===== src/rtl/core/cone_beam_ray_sample_point_generator_top_defines.svh =====
// ----------------------------------------------------------------------------
// cone beam ray sample point generator assertion macros
// shared property wrappers for the top level checks
// ----------------------------------------------------------------------------
`ifndef CONE_BEAM_RAY_SAMPLE_POINT_GENERATOR_TOP_DEFINES_SVH
`define CONE_BEAM_RAY_SAMPLE_POINT_GENERATOR_TOP_DEFINES_SVH

// same-cycle implication
`define CBRS_ASSERT_NOW(lbl, ante, cons, msg) \
  lbl: assert property (@(posedge clk_i) disable iff (!rst_ni) (ante) |-> (cons)) \
    else $error(msg);

// next-cycle implication
`define CBRS_ASSERT_NEXT(lbl, ante, cons, msg) \
  lbl: assert property (@(posedge clk_i) disable iff (!rst_ni) (ante) |=> (cons)) \
    else $error(msg);

`endif


===== src/rtl/core/cbrs_pkg.sv =====
// ----------------------------------------------------------------------------
// cbrs_pkg
// shared types, constants and helpers of the ray sample point generator
// ----------------------------------------------------------------------------
package cbrs_pkg;

  localparam int unsigned MAX_ROWS = 4096;
  localparam int unsigned MAX_COLS = 4096;
  localparam int unsigned ROOT_W   = 32;
  localparam int unsigned QUO_W    = 32;
  localparam int unsigned CFG_AW   = 3;

  localparam logic [CFG_AW-1:0] REG_PIXEL_SPACING = 3'd0;
  localparam logic [CFG_AW-1:0] REG_SOURCE_Z      = 3'd1;
  localparam logic [CFG_AW-1:0] REG_DETECTOR_Z    = 3'd2;
  localparam logic [CFG_AW-1:0] REG_RANGE_START   = 3'd3;
  localparam logic [CFG_AW-1:0] REG_SAMPLE_STEP   = 3'd4;
  localparam logic [CFG_AW-1:0] REG_ROWS_IN_USE   = 3'd5;
  localparam logic [CFG_AW-1:0] REG_COLS_IN_USE   = 3'd6;

  typedef struct packed {
    logic [30:0]        pixel_spacing;
    logic signed [31:0] source_z;
    logic signed [31:0] detector_z;
    logic signed [31:0] range_start;
    logic [30:0]        sample_step;
    logic [12:0]        rows_in_use;
    logic [12:0]        cols_in_use;
  } cfg_t;

  typedef struct packed {
    logic [62:0] mag_x;
    logic [62:0] mag_y;
    logic [62:0] mag_z;
    logic        neg_x;
    logic        neg_y;
    logic        neg_z;
    logic        degen;
  } num_t;

  typedef struct packed {
    logic neg_x;
    logic neg_y;
    logic neg_z;
    logic degen;
  } sgn_t;

  function automatic logic signed [31:0] sat32(input logic signed [63:0] v);
    logic signed [31:0] r;
    if (v > 64'sd2147483647) begin
      r = 32'sh7fffffff;
    end else if (v < -64'sd2147483648) begin
      r = 32'sh80000000;
    end else begin
      r = v[31:0];
    end
    return r;
  endfunction

endpackage


===== src/rtl/core/cbrs_isqrt.sv =====
// ----------------------------------------------------------------------------
// cbrs_isqrt
// pipelined integer square root, one result bit per stage
// ----------------------------------------------------------------------------
module cbrs_isqrt #(
  parameter int unsigned SIDE_W = 8
) (
  input  logic                        clk_i,
  input  logic                        rst_ni,
  input  logic                        en_i,
  input  logic                        valid_i,
  input  logic [2*cbrs_pkg::ROOT_W-1:0] rad_i,
  input  logic [SIDE_W-1:0]           side_i,
  output logic                        valid_o,
  output logic [cbrs_pkg::ROOT_W-1:0] root_o,
  output logic [SIDE_W-1:0]           side_o
);

  localparam int unsigned RW = cbrs_pkg::ROOT_W;
  localparam int unsigned NS = cbrs_pkg::ROOT_W;

  logic [2*RW-1:0]   rad_q  [0:NS-1];
  logic [RW+1:0]     rem_q  [0:NS-1];
  logic [RW-1:0]     root_q [0:NS-1];
  logic [SIDE_W-1:0] side_q [0:NS-1];
  logic              vld_q  [0:NS-1];

  for (genvar k = 0; k < NS; k++) begin : g_stage
    logic [2*RW-1:0]   rad_p;
    logic [RW+1:0]     rem_p;
    logic [RW-1:0]     root_p;
    logic [SIDE_W-1:0] side_p;
    logic              vld_p;
    logic [RW+3:0]     t, trial;
    logic              ge;

    if (k == 0) begin : g_first
      assign rad_p  = rad_i;
      assign rem_p  = '0;
      assign root_p = '0;
      assign side_p = side_i;
      assign vld_p  = valid_i;
    end else begin : g_next
      assign rad_p  = rad_q[k-1];
      assign rem_p  = rem_q[k-1];
      assign root_p = root_q[k-1];
      assign side_p = side_q[k-1];
      assign vld_p  = vld_q[k-1];
    end

    assign t     = {rem_p, rad_p[2*RW-1 -: 2]};
    assign trial = {2'b00, root_p, 2'b01};
    assign ge    = (t >= trial);

    always_ff @(posedge clk_i) begin
      if (en_i) begin
        rad_q[k]  <= {rad_p[2*RW-3:0], 2'b00};
        rem_q[k]  <= ge ? (RW+2)'(t - trial) : t[RW+1:0];
        root_q[k] <= {root_p[RW-2:0], ge};
        side_q[k] <= side_p;
      end
    end

    always_ff @(posedge clk_i or negedge rst_ni) begin
      if (!rst_ni) begin
        vld_q[k] <= 1'b0;
      end else if (en_i) begin
        vld_q[k] <= vld_p;
      end
    end
  end

  assign valid_o = vld_q[NS-1];
  assign root_o  = root_q[NS-1];
  assign side_o  = side_q[NS-1];

endmodule


===== config.mk =====
export PLATFORM = sky130hd
export DESIGN_NAME = cbrs_isqrt
export DESIGN_NICKNAME = d
export VERILOG_FILES = /design/src/rtl/core/cone_beam_ray_sample_point_generator_top_defines.svh /design/src/rtl/core/cbrs_pkg.sv /design/src/rtl/core/cbrs_isqrt.sv
export SDC_FILE = /design/constraint.sdc
export NUM_CORES = 2
export LEC_CHECK = 0
export BUFFER_PORTS_ARGS = -buffer_cell sky130_fd_sc_hd__buf_4
export CAP_MARGIN = 30
export CORE_ASPECT_RATIO = 1.5
export CORE_MARGIN = 2
export CORE_UTILIZATION = 54
export CTS_CLUSTER_SIZE = 8
export DETAILED_ROUTE_END_ITERATION = 7
export GPL_TIMING_DRIVEN = 0
export PLACE_DENSITY = 0.7
export SETUP_SLACK_MARGIN = 0.4
export SYNTH_ARGS = -nofsm -noshare
export SYNTH_HDL_FRONTEND = slang
export SYNTH_MEMORY_MAX_BITS = 65536
export SYNTH_SLANG_ARGS = --single-unit
export TNS_END_PERCENT = 5

===== constraint.sdc =====
create_clock -name clk_i -period 4.1 [get_ports clk_i]
set_input_delay 0.41 -clock clk_i [delete_from_list [all_inputs] [get_ports clk_i]]
set_output_delay 0.41 -clock clk_i [all_outputs]
set_load 0.05 [all_outputs]

==> summary.txt <==
Status = completed
Post-DR vias/cell = 5.67
Syn Std Cell Area = 126,000 sq um
Largest net degree at the start of global routing = 217
Pre-CTS WS = -1.18 ns
Core ar. = 232,000 sq um
Die X = 398 um
Clock Sinks = 2,811
Cell taking the most area after synthesis = edfxtp_1
Synth warn = 0
Min Clock Period, post-route = 3.84 ns
Worst vdd ir = 0.468 mV
Hold WS = 0.105 ns
Antenna violations before repair = 7
Total GRT Usage = 0.231
Final HPWL DP = 198 mm
Grt total ovfl = 0
Yosys top cell area share = 0.663
Worst EP arrival = 4.41 ns
Multi-input gate area = 38,900 sq um
Worst path required time = 4.67 ns
# setup viols final = 0
TritonCTS clock tree = built
Fmax = 260 MHz
H-Tree Depth = 5
Drc violations = 0
Synth Register Bits = 2,811
Max-cap viol count = 0
Sequential-to-total area share from yosys stat = 0.670
Worst setup EP type = flop
Post-Syn Area per Cell = 13.5 sq um
Min-delay src = en_i
List of most frequent post-synthesis cells = edfxtp_1, inv_1, a21oi_1, nor2_1, nand2_1
PwrDens = 575 nW/um^2
DRT Wirelength = 277 mm
Area Growth Syn to Fin = 14.0%
Most used DFF post-synth = edfxtp_1
Num ports = 117
Tot Pwr = 0.0824 W
Worst setup SP type = flop
Post-synth EDFFs = 2,779
Design Area, Final = 143,000 sq um
Crit share post-route = 0.937
Synthesized instance count = 9,328
Clock latency on the worst-skew pair = 0.88 ns
Total Die Area = 237,000 sq um
Top-count cell post-synth = edfxtp_1
Wire length per cell = 21.1 um
Worst setup path startpoint = rem_q[1][217]$_DFFE_PP_
Vias in the first global route = 76,600
Detailed Routing Iterations Pass 1 = 6
Die H = 595 um
First-pass GRT wire length = 422 mm
Fraction of layout instances using a drive strength above 1 = 0.0927
Gpl congestion = 0.944
Max_slew headroom = 0.270
Iteration-0 DRC Markers = 4,676
Top cells by area, synth = edfxtp_1, ha_1, xnor2_1
Path type of the worst min-delay path = primary input to flop
Via count = 74,400
Nets@finish = 10,600
Fill cell count = 17,300
Reg2reg start = rem_q[1][217]$_DFFE_PP_
Clk root buf = clkbuf_16
CTS Buffer Depth = 4
Post-route worst setup slack = 0.258 ns
Non-Filler Instances = 13,100
Synth async-reset ratio = 0.0114
Skew final = 0.0515 ns
Critical path peak fanout = 10
Worst-path clk slew = 0.05 ns
PortBufs = 116
Initial Util = 0.542
FF+latch area = 84,300 sq um
Remaining antenna violation count after routing = 0
Yosys cell types = 78
Post-synth net total = 9,966
CP Class = flop to flop
Cell row count = 217
TritonCTS buffer count = 394
Final-report max-slew violation count = 0
DP Area = 131,000 sq um
Placed cells = 12,500
Endpoints failing hold = 0
Pleak = 54.8 nW
RSZ-0062 raised after global routing = yes
Worst-Margin Slew = 1.09 ns
-- worst paths after layout --
path | end | slack [ns] | cells past startpoint
worst max-delay path | rem_q[1][249]$_DFFE_PP_ | 0.26 | 10
worst min-delay path | rad_q[0][215]$_DFFE_PP_ | 0.10 | 2
worst max register to register | rem_q[1][249]$_DFFE_PP_ | 0.26 | 10
worst min register to register | rad_q[0][921]$_DFFE_PP_ | 0.39 | 0
max in group asynchronous | g_stage[5].vld_p$_DFFE_PN0P_ | 3.33 | 4
min in group asynchronous | g_stage[31].vld_p$_DFFE_PN0P_ | 0.58 | 4
-- per-stage QoR --
stage                util  TNS (ns)
floorplan               -         0
global placement    0.562         -
detailed placement  0.564   -417.99
CTS                 0.615         0
global route        0.618         0
finish              0.618         0
-- flip-flops by register name, summed over array words and instances, names as in the netlist --
name / count
side_q: 256
valid_o: 1
g_stage.vld_p: 31
root_q: 528
rem_q: 1003
rad_q: 992
-- routing by layer --
metal / track usage / share of wire
met3: 0.0293 / 0.032
met4: 0.151 / 0.070
met1: 0.228 / 0.34
met5: 0 / 0.000047
met2: 0.444 / 0.56
-- cells in the final DEF, fill, tap and decap left out, drive strengths merged, types with 19 or more instances in the layout --
cell	synthesis	layout
xnor2	430	430
and3	57	57
or4	48	48
o21ai	419	419
a21o	238	238
nand2	572	572
or2	46	46
nor3b	20	20
mux2	108	108
inv	706	717
o211ai	33	33
a211oi	47	47
nor2b	96	96
buf	14	196
a21oi	602	602
nand4	92	92
clkbuf	155	591
nand2b	117	117
xor2	412	412
nor4	121	121
edfxtp	2779	2779
a31oi	56	56
o41ai	20	20
dlygate4sd3	0	77
dfrtp	32	32
nor3	239	239
o21bai	53	53
nand3	153	153
o21a	86	86
or3	95	95
ha	562	562
nor2	587	587
and2	19	19
and4	20	20
nand3b	29	29
o31ai	50	50
diode	0	31
-- power breakdown --
part / total [W] / internal, W / switching [W] / leakage (nW)
logic: 0.0157 / 0.00642 / 0.00928 / 22.5
registers: 0.0384 / 0.0362 / 0.00220 / 27.2
clock network: 0.0283 / 0.0171 / 0.0112 / 5.09
-- logic make-up (layout without fill, tap and decap cells) --
logic type	Yosys count	count (layout)	share of synthesized area
DFF	2811	2811	0.670
and+or+nand+nor	2351	2351	0.0924
AOI/OAI and AO/OA	1768	1768	0.0866
buffers and inverters	875	1590	0.0262
xor gates and xnor gates	842	842	0.0586
adders and majority gates	562	562	0.0559
muxes	118	118	0.0105
other	1	32	0.0000298
-- cell type report --
type	count	share of cell area
flip-flops and latches	2811	0.587
inverters	706	0.0185
clock buffers	439	0.0707
plain buffers	169	0.00532
repair buffers	257	0.0178
clock inverters	19	0.00188
well taps	3066	0.0267
multi-input cells	5642	0.271
diodes	31	0.000541
-- critical path: stages (launching register included) --
cell and delay [ns]:
edfxtp_1 0.39, ha_1 0.46, nand3_1 0.11, nor4_1 0.85, nand3_1 0.29, nand3_1 0.19, a31o_2 0.11, clkbuf_2 0.28
buf_2 0.42, buf_2 0.34, a21oi_1 0.11
-- timing repair --
action	CTS	global route
hold buffers	80	0
setup buffers	21	18
gates resized for setup	127	109
endpoints found under the setup margin	759	810
hold endpoints to repair	184	0
gates cloned	1	0
pin swaps	5	9
Note: power is estimated with default switching activity, not from simulation.
